`src/sv/cvs_pkg.sv`:
```
package cvs_pkg;

    // Datapath and field widths
    localparam int DATA_W     = 32;
    localparam int STEP_W     = 31;
    localparam int COEF_W     = 25;
    localparam int SAMPLE_W   = 16;
    localparam int CFG_IDX_W  = 3;
    localparam int CFG_DATA_W = 31;
    localparam int Q24_FRAC   = 24;
    localparam int OUT_SHIFT  = 10;

    // Configuration register indexes
    typedef enum logic [CFG_IDX_W-1:0] {
        CFG_OSC1_STEP   = 3'd0,
        CFG_OSC2_STEP   = 3'd1,
        CFG_FILTER_FREQ = 3'd2,
        CFG_FILTER_DAMP = 3'd3,
        CFG_DECAY       = 3'd4
    } cfg_reg_t;

    // Command codes
    localparam logic CMD_TICK    = 1'b0;
    localparam logic CMD_TRIGGER = 1'b1;

    // Reset values
    localparam logic [STEP_W-1:0] OSC1_STEP_RST   = 31'd53565351;
    localparam logic [STEP_W-1:0] OSC2_STEP_RST   = 31'd79276720;
    localparam logic [COEF_W-1:0] FILTER_FREQ_RST = 25'd1629900;
    localparam logic [COEF_W-1:0] FILTER_DAMP_RST = 25'd6710886;
    localparam logic [COEF_W-1:0] DECAY_RST       = 25'd16775631;
    localparam logic [DATA_W-1:0] PHASE_TWO_RST   = 32'h4000_0000;

    // Fixed-point constants
    localparam logic [COEF_W-1:0] Q24_ONE      = 25'h100_0000;
    localparam logic [DATA_W-1:0] SQUARE_LEVEL = 32'h0080_0000;

    // Request to the shared Q24 multiplier
    typedef struct packed {
        logic                     en;
        logic signed [DATA_W-1:0] a;
        logic signed [DATA_W-1:0] b;
    } mul_req_t;

endpackage

```
`src/sv/cvs_cmd_if.sv`:
```
interface cvs_cmd_if;
    import cvs_pkg::*;

    logic              valid;
    logic              ready;
    logic              command;
    logic [COEF_W-1:0] velocity;

    modport source (output valid, output command, output velocity, input ready);
    modport sink (input valid, input command, input velocity, output ready);

endinterface

```
`src/sv/cvs_sample_if.sv`:
```
interface cvs_sample_if;
    import cvs_pkg::*;

    logic                       valid;
    logic                       ready;
    logic signed [SAMPLE_W-1:0] sample;

    modport source (output valid, output sample, input ready);
    modport sink (input valid, input sample, output ready);

endinterface

```
`src/sv/cvs_cfg_if.sv`:
```
interface cvs_cfg_if;
    import cvs_pkg::*;

    logic                  valid;
    logic                  ready;
    logic [CFG_IDX_W-1:0]  index;
    logic [CFG_DATA_W-1:0] data;

    modport source (output valid, output index, output data, input ready);
    modport sink (input valid, input index, input data, output ready);

endinterface

```
`src/sv/cvs_mul.sv`:
```
module cvs_mul (
    input  logic                            clk,
    input  cvs_pkg::mul_req_t               req,
    output logic [cvs_pkg::DATA_W-1:0]      q24
);
    import cvs_pkg::*;

    logic signed [2*DATA_W-1:0] full;
    logic [DATA_W-1:0]          prod_reg;

    // Full signed product; floor by 2^24 is the slice above the fraction
    assign full = req.a * req.b;

    always_ff @(posedge clk)
    begin
        if (req.en)
        begin
            prod_reg <= full[Q24_FRAC+DATA_W-1:Q24_FRAC];
        end
    end

    assign q24 = prod_reg;

endmodule

```
`src/sv/cowbell_voice_synth_core.sv`:
```
// Channel  | Dir | Payload                       | Handshake
// ---------+-----+-------------------------------+------------------
// cmd      | in  | command, velocity[24:0]       | valid / ready
// result   | out | sample[15:0] signed           | valid / ready
// cfg      | in  | index[2:0], data[30:0]        | valid / ready
//
// A tick request runs through the accept cycle plus 8 sequencer steps, making
// six passes through the one shared 32x32 Q24 multiplier (registered output).
// A trigger request is taken in its accept cycle and gives no result.
// cfg is always ready; writes are registered on acceptance.
// rst_n is asynchronous, active low; control, config and voice state return to defaults at once.
// A finished sample waits in the output register; cmd stays ready meanwhile,
// and the last step holds only if the previous sample is still not taken.
module cowbell_voice_synth_core (
    input  logic         clk,
    input  logic         rst_n,
    cvs_cmd_if.sink      cmd,
    cvs_sample_if.source result,
    cvs_cfg_if.sink      cfg
);
    import cvs_pkg::*;

    typedef enum logic [8:0] {
        ST_IDLE = 9'b000000001,
        ST_S1   = 9'b000000010,
        ST_S2   = 9'b000000100,
        ST_S3   = 9'b000001000,
        ST_S4   = 9'b000010000,
        ST_S5   = 9'b000100000,
        ST_S6   = 9'b001000000,
        ST_S7   = 9'b010000000,
        ST_S8   = 9'b100000000
    } state_t;

    state_t state_reg, state_next;

    logic [STEP_W-1:0] osc1_step_reg, osc2_step_reg;
    logic [COEF_W-1:0] filter_freq_reg, filter_damp_reg, decay_reg;
    logic [DATA_W-1:0] phase_one_reg, phase_two_reg;
    logic [DATA_W-1:0] band_low_reg, band_pass_reg, envelope_reg;
    logic [COEF_W-1:0] hit_level_reg;
    logic [DATA_W-1:0] mix_reg, high_reg;
    logic [SAMPLE_W-1:0] sample_reg;
    logic              res_valid_reg, res_valid_next;

    logic [DATA_W-1:0]   phase_one_sum, phase_two_sum, mix_val, high_val, mul_q;
    logic [SAMPLE_W-1:0] sat_val;
    logic                cmd_take, cfg_take, out_free;
    mul_req_t            mul_req;

    assign cmd.ready     = (state_reg == ST_IDLE);
    assign cfg.ready     = 1'b1;
    assign cmd_take      = cmd.valid && cmd.ready;
    assign cfg_take      = cfg.valid && cfg.ready;
    assign result.valid  = res_valid_reg;
    assign result.sample = sample_reg;
    assign out_free      = !res_valid_reg || result.ready;

    // Oscillators and the averaged square pair
    assign phase_one_sum = phase_one_reg + {1'b0, osc1_step_reg};
    assign phase_two_sum = phase_two_reg + {1'b0, osc2_step_reg};

    always_comb
    begin
        if (phase_one_sum[DATA_W-1] != phase_two_sum[DATA_W-1])
        begin
            mix_val = '0;
        end
        else if (phase_one_sum[DATA_W-1])
        begin
            mix_val = -SQUARE_LEVEL;
        end
        else
        begin
            mix_val = SQUARE_LEVEL;
        end
    end

    // High-pass term: mix less low band less damped band
    assign high_val = mix_reg - band_low_reg - mul_q;

    // Output: drop 10 fraction bits, clamp to 16 bits
    always_comb
    begin
        if (mul_q[DATA_W-1:OUT_SHIFT+SAMPLE_W-1] ==
            {(DATA_W-OUT_SHIFT-SAMPLE_W+1){mul_q[OUT_SHIFT+SAMPLE_W-1]}})
        begin
            sat_val = mul_q[OUT_SHIFT+SAMPLE_W-1:OUT_SHIFT];
        end
        else if (mul_q[DATA_W-1])
        begin
            sat_val = {1'b1, {(SAMPLE_W-1){1'b0}}};
        end
        else
        begin
            sat_val = {1'b0, {(SAMPLE_W-1){1'b1}}};
        end
    end

    // Operand selection for the shared multiplier
    always_comb
    begin
        mul_req = '0;
        case (state_reg)
            ST_S1:
            begin
                mul_req.en = 1'b1;
                mul_req.a  = $signed({{(DATA_W-COEF_W){1'b0}}, filter_freq_reg});
                mul_req.b  = $signed(band_pass_reg);
            end
            ST_S2:
            begin
                mul_req.en = 1'b1;
                mul_req.a  = $signed({{(DATA_W-COEF_W){1'b0}}, filter_damp_reg});
                mul_req.b  = $signed(band_pass_reg);
            end
            ST_S4:
            begin
                mul_req.en = 1'b1;
                mul_req.a  = $signed({{(DATA_W-COEF_W){1'b0}}, filter_freq_reg});
                mul_req.b  = $signed(high_reg);
            end
            ST_S5:
            begin
                mul_req.en = 1'b1;
                mul_req.a  = $signed(envelope_reg);
                mul_req.b  = $signed({{(DATA_W-COEF_W){1'b0}}, decay_reg});
            end
            ST_S6:
            begin
                // envelope_reg still holds the undecayed value this cycle
                mul_req.en = 1'b1;
                mul_req.a  = $signed(band_pass_reg);
                mul_req.b  = $signed(envelope_reg);
            end
            ST_S7:
            begin
                mul_req.en = 1'b1;
                mul_req.a  = $signed(mul_q);
                mul_req.b  = $signed({{(DATA_W-COEF_W){1'b0}}, hit_level_reg});
            end
            default:
            begin
                mul_req = '0;
            end
        endcase
    end

    cvs_mul u_mul (
        .clk (clk),
        .req (mul_req),
        .q24 (mul_q)
    );

    // Sequencer
    always_comb
    begin
        state_next = state_reg;
        case (state_reg)
            ST_IDLE:
            begin
                if (cmd_take && (cmd.command == CMD_TICK))
                begin
                    state_next = ST_S1;
                end
            end
            ST_S1: state_next = ST_S2;
            ST_S2: state_next = ST_S3;
            ST_S3: state_next = ST_S4;
            ST_S4: state_next = ST_S5;
            ST_S5: state_next = ST_S6;
            ST_S6: state_next = ST_S7;
            ST_S7: state_next = ST_S8;
            ST_S8:
            begin
                if (out_free)
                begin
                    state_next = ST_IDLE;
                end
            end
            default: state_next = ST_IDLE;
        endcase
    end

    // Output register valid
    always_comb
    begin
        res_valid_next = res_valid_reg;
        if ((state_reg == ST_S8) && out_free)
        begin
            res_valid_next = 1'b1;
        end
        else if (result.ready)
        begin
            res_valid_next = 1'b0;
        end
    end

    // Control, configuration and voice state
    always_ff @(posedge clk or negedge rst_n)
    begin
        if (!rst_n)
        begin
            state_reg       <= ST_IDLE;
            res_valid_reg   <= 1'b0;
            osc1_step_reg   <= OSC1_STEP_RST;
            osc2_step_reg   <= OSC2_STEP_RST;
            filter_freq_reg <= FILTER_FREQ_RST;
            filter_damp_reg <= FILTER_DAMP_RST;
            decay_reg       <= DECAY_RST;
            phase_one_reg   <= '0;
            phase_two_reg   <= PHASE_TWO_RST;
            band_low_reg    <= '0;
            band_pass_reg   <= '0;
            envelope_reg    <= '0;
            hit_level_reg   <= '0;
        end
        else
        begin
            state_reg     <= state_next;
            res_valid_reg <= res_valid_next;

            if (cfg_take)
            begin
                case (cfg.index)
                    CFG_OSC1_STEP:   osc1_step_reg   <= cfg.data[STEP_W-1:0];
                    CFG_OSC2_STEP:   osc2_step_reg   <= cfg.data[STEP_W-1:0];
                    CFG_FILTER_FREQ: filter_freq_reg <= cfg.data[COEF_W-1:0];
                    CFG_FILTER_DAMP: filter_damp_reg <= cfg.data[COEF_W-1:0];
                    CFG_DECAY:
                    begin
                        decay_reg <= (cfg.data[COEF_W-1:0] > Q24_ONE) ?
                                     Q24_ONE : cfg.data[COEF_W-1:0];
                    end
                    default: ;
                endcase
            end

            // Trigger: latch velocity (clamped to one), envelope to one
            if (cmd_take && (cmd.command == CMD_TRIGGER))
            begin
                hit_level_reg <= (cmd.velocity > Q24_ONE) ? Q24_ONE : cmd.velocity;
                envelope_reg  <= {{(DATA_W-COEF_W){1'b0}}, Q24_ONE};
            end

            if (state_reg == ST_S1)
            begin
                phase_one_reg <= phase_one_sum;
                phase_two_reg <= phase_two_sum;
            end

            if (state_reg == ST_S2)
            begin
                band_low_reg <= band_low_reg + mul_q;
            end

            if (state_reg == ST_S5)
            begin
                band_pass_reg <= band_pass_reg + mul_q;
            end

            if (state_reg == ST_S6)
            begin
                envelope_reg <= mul_q;
            end
        end
    end

    // Working registers
    always_ff @(posedge clk)
    begin
        if (state_reg == ST_S1)
        begin
            mix_reg <= mix_val;
        end
        if (state_reg == ST_S3)
        begin
            high_reg <= high_val;
        end
        if ((state_reg == ST_S8) && out_free)
        begin
            sample_reg <= sat_val;
        end
    end

endmodule

```
`src/flat_wrapper.sv`:
```
// flat-port wrapper written by rule: the top's interface ports become plain ports
module cowbell_voice_synth_core_flat import cvs_pkg::*;
  (clk, rst_n, cmd_valid, cmd_command, cmd_velocity, cmd_ready, result_valid, result_sample, result_ready, cfg_valid, cfg_index, cfg_data, cfg_ready);
  cvs_cmd_if cmd_i ();
  cvs_sample_if result_i ();
  cvs_cfg_if cfg_i ();
  input  logic clk;
  input  logic rst_n;
  input wire logic [$bits(cmd_i.valid)-1:0] cmd_valid;
  input wire logic [$bits(cmd_i.command)-1:0] cmd_command;
  input wire logic [$bits(cmd_i.velocity)-1:0] cmd_velocity;
  output wire logic [$bits(cmd_i.ready)-1:0] cmd_ready;
  output wire logic [$bits(result_i.valid)-1:0] result_valid;
  output wire logic [$bits(result_i.sample)-1:0] result_sample;
  input wire logic [$bits(result_i.ready)-1:0] result_ready;
  input wire logic [$bits(cfg_i.valid)-1:0] cfg_valid;
  input wire logic [$bits(cfg_i.index)-1:0] cfg_index;
  input wire logic [$bits(cfg_i.data)-1:0] cfg_data;
  output wire logic [$bits(cfg_i.ready)-1:0] cfg_ready;
  assign cmd_i.valid = cmd_valid;
  assign cmd_i.command = cmd_command;
  assign cmd_i.velocity = cmd_velocity;
  assign cmd_ready = cmd_i.ready;
  assign result_valid = result_i.valid;
  assign result_sample = result_i.sample;
  assign result_i.ready = result_ready;
  assign cfg_i.valid = cfg_valid;
  assign cfg_i.index = cfg_index;
  assign cfg_i.data = cfg_data;
  assign cfg_ready = cfg_i.ready;
  cowbell_voice_synth_core u_core (.clk(clk), .rst_n(rst_n), .cmd(cmd_i), .result(result_i), .cfg(cfg_i));
endmodule
```
`config.mk`:
```
export PLATFORM = sky130hd
export DESIGN_NAME = cowbell_voice_synth_core_flat
export DESIGN_NICKNAME = d
export VERILOG_FILES = /design/src/sv/cvs_pkg.sv /design/src/sv/cvs_cmd_if.sv /design/src/sv/cvs_sample_if.sv /design/src/sv/cvs_cfg_if.sv /design/src/sv/cvs_mul.sv /design/src/sv/cowbell_voice_synth_core.sv /design/src/flat_wrapper.sv
export SDC_FILE = /design/constraint.sdc
export NUM_CORES = 2
export LEC_CHECK = 0
export BUFFER_PORTS_ARGS = -buffer_cell sky130_fd_sc_hd__buf_2
export CAP_MARGIN = 20
export CORE_MARGIN = 10
export CORE_UTILIZATION = 60
export DETAILED_ROUTE_END_ITERATION = 7
export GPL_TIMING_DRIVEN = 0
export HOLD_SLACK_MARGIN = 0.08
export PLACE_DENSITY = 0.75
export SYNTH_ARGS = -nofsm -noshare
export SYNTH_HDL_FRONTEND = slang
export SYNTH_SLANG_ARGS = --single-unit
```
`constraint.sdc`:
```
create_clock -name clk -period 28 [get_ports clk]
set_input_delay 4.2 -clock clk [delete_from_list [all_inputs] [get_ports clk]]
set_output_delay 4.2 -clock clk [all_outputs]
set_load 0.01 [all_outputs]
```
==> summary.txt <==
Route
  – Average wire per standard cell: 27.4 um
  – DR iter-0 viols: approximately 5k
  – Routed Antenna Nets: 0
  – Drt total wl: 202000 um
  – Metal2 WL: a little under 90000 um
  – Top Layer Used: met5
  – Met1 WL: between 70000 and 80000 um
  – Met3 WL: 24700 um
  – DRC viols: 1
  – DRT Pass-1 Iters: 8
  – Vias: 45.0k
  – Vias/cell: a little over 6

Synth
  – Largest family of logic cells by synthesized area: adder cells
  – Adder-Cell Fraction of Synth Area: ~44%
  – Post-Synth Simple-Gate Area: approximately 14%
  – Largest cells by area after synthesis: fa_1 (36%), dfrtp_1 (12%), ha_1 (8.0%)
  – Sequential-to-total area share from yosys stat: roughly a fifth
  – Total number of yosys warnings: 0
  – Synth Instances: approximately 6.0k
  – Post-synth ARST share: about four fifths
  – Synth Register Bits: a little over 400
  – Cell Area, Synth: 0.0559 sq mm
  – EDFF count, synth: 82
  – Synth area leader: fa_1
  – Synth Flop Type: dfrtp_1
  – Net Count, Synth: about 7.4k
  – Area share of the largest cell type after synthesis: a little over a third
  – Post-synthesis cell type count: between 70 and 80
  – Mux cell area share after synthesis: under 10%
  – Compound-gate portion of the synthesized area: slightly below 9%
  – Post-synthesis xor/xnor area fraction: 2.98%
  – Syn avg cell area: 9.38 sq um

Timing
  – Sum Neg Setup Slack: 0 ns
  – Final min period: between 10 and 15 ns
  – Relative slew slack: approximately 5.4%
  – RSZ-0062 raised after global routing: false
  – Hold Vio Cnt, Final: 0
  – Fmax: just under 0.07 GHz
  – Max-slew violation count: 0
  – Setup Viol. Count Final: 0
  – Setup Skew: 0.0435 ns
  – Setup ws final: between 10 and 15 ns
  – Worst-Margin Slew: about 1.4 ns
  – Fin crit share: 52.8%

Cells and area
  – Commonest non-fill, non-tap cells in the layout: inv_1 (1057), fa_1 (996), nand2_1 (977), nor2_1 (497), ha_1 (355)
  – Layout Cells excl Fill: about 7.4k
  – Ratio of cells with drive above 1 in the final layout: approximately 6.7%
  – Most common cell after layout, fill and taps aside: inv_1
  – Total Nets Final: approximately 7.5k
  – Syn-to-layout area delta: 6.85%

Clocking
  – Hold_buf cts: 0
  – Total of cells resized after clock tree synthesis: 0
  – TritonCTS clock tree: built
  – Clk_lat worst skew: around 0.60 ns
  – H-tree Lvls: 2
  – Post-CTS setup buffers: 0
  – Num Clock Sinks: a little over 400
  – Clock Pin Slew Worst Setup and Hold Paths: 0.08 ns
  – Clock buffer depth: 3
  – Clock root buffer: clkbuf_16
  – Num CTS Buffers: 40

Setup path
  – Crit-path max FO: 10
  – WP data arrival: approximately 15 ns
  – Crit path top cell by count: fa_1
  – CP Capture Type: flip-flop
  – WP buf/inv: 11
  – Setup slack, reg-to-reg: roughly 13 ns
  – CP max-delay cell: clkbuf_1
  – Top delay family on crit path: adder cells
  – Critical path start-end classification: reg2reg
  – Critical Path Max Stage Delay: ~0.90 ns
  – Startpoint class of the critical path: flip-flop
  – Req. time, crit path: 28.36 ns

Pwr
  – PwrDens: roughly 35 mW/mm^2
  – Pleak: 27.7 nW
  – Worst vdd ir: ~77 uV

Die
  – Core ar.: between 0.09 and 0.1 sq mm
  – Die width: 325 um
  – Die H: approximately 330 um
  – DIE AREA: 0.106 sq mm
  – # rows: ~110
  – I/O pins: 84
  – Initial Util: about 61%

Global routing
  – GRT overflow: 0
  – Initial antenna violation count: 10
  – Vias in the first global route: approximately 47k
  – Gr usage total: 38.5%
  – Largest net degree at the start of global routing: 104
  – Global-route wire length before repair: roughly 300000 um

Placed design
  – Dpl hpwl: ~160000 um
  – IO Port Bufs: 82
  – Placed Cells: 7308
  – GP Congestion: approximately 1.1
  – Pre-CTS WS: approximately 14 ns

Status
  – Failing checks: design-rule violations
  – Status: complete, but fails checks

Flow run
  – Max-cap viol count: 0

Worst hold path
  – Hold crit path type: reg2reg
[final cells by class]
cell class | instances | area [sq um]
multi-input combinational | 4207 | 40000
antenna | 6 | 15.0
fill | 7780 | 32400
clock buffer | 54 | 1160
tap | 1243 | 1560
clock inverter | 20 | 283
buffer | 280 | 1070
sequential | 414 | 10900
inverter | 1058 | 3970
timing repair buffer | 110 | 749
[synth_stat cells, types with 34 or more instances]
cell type	n
clkbuf_1	253
xor2_1	75
xnor2_1	115
nand3_1	41
edfxtp_1	82
dfrtp_1	258
o21ai_0	206
a21oi_1	141
mux2_2	114
and2_1	41
dfstp_2	74
fa_1	996
a22o_1	53
nor2_1	497
nor3_1	38
nand2b_1	34
ha_1	355
a22oi_1	65
inv_1	1057
a21o_1	71
nand2_1	978
[stage by stage]
stage,util [%],hold WS [ns],total power [mW],area (sq um)
floorplan,-,0.445,1.31,55900
detailed placement,63.2,0.471,1.47,58200
global placement,62.8,0.459,1.44,57800
finish,64.8,0.478,2.08,59700
CTS,64.8,0.482,2.07,59600
global route,64.8,0.499,2.20,59700
[worst min-delay path, cell delays in order, from the launching register on]
cell,delay (ns)
dfstp_2,0.37
nand2_1,0.05
o31ai_1,0.06
[cell families after synthesis]
kind of cell             Yosys count
AND/OR/NAND/NOR                 1809
adder cells (fa/ha/maj)         1351
buffers and inverters           1338
AO/OA/AOI/OAI                    739
flip-flops                       414
XOR/XNOR                         190
multiplexers                     117
other                              1
[where the power goes]
group          internal, mW  switching, mW
logic                 0.298          0.376
clock network         0.341          0.258
registers             0.736         0.0716
total                  1.38          0.705
[worst paths after layout]
check | start | end | cells after the start
setup / recovery | u_core.state_reg[8]$_DFFE_PN0P_ | u_core.u_mul.q24[26]$_DFFE_PN_ | 37
hold / removal | u_core.phase_two_reg[30]$_DFFE_PN1N_ | u_core.phase_two_reg[30]$_DFFE_PN1N_ | 2
setup reg to reg | u_core.state_reg[8]$_DFFE_PN0P_ | u_core.u_mul.q24[26]$_DFFE_PN_ | 37
hold reg to reg | u_core.phase_two_reg[30]$_DFFE_PN1N_ | u_core.phase_two_reg[30]$_DFFE_PN1N_ | 2
max in group asynchronous | rst_n | u_core.filter_freq_reg[19]$_DFFE_PN1P_ | 2
min in group asynchronous | rst_n | u_core.phase_one_reg[27]$_DFFE_PN0N_ | 1
[layer usage]
layer  vias to the layer above  track usage, %
li1                      18948               -
met5                         -               0
met4                         6            25.4
met1                     22584            48.2
met2                      2766            57.4
met3                       718            11.6
No activity file was read; power rests on OpenSTA's default activity.
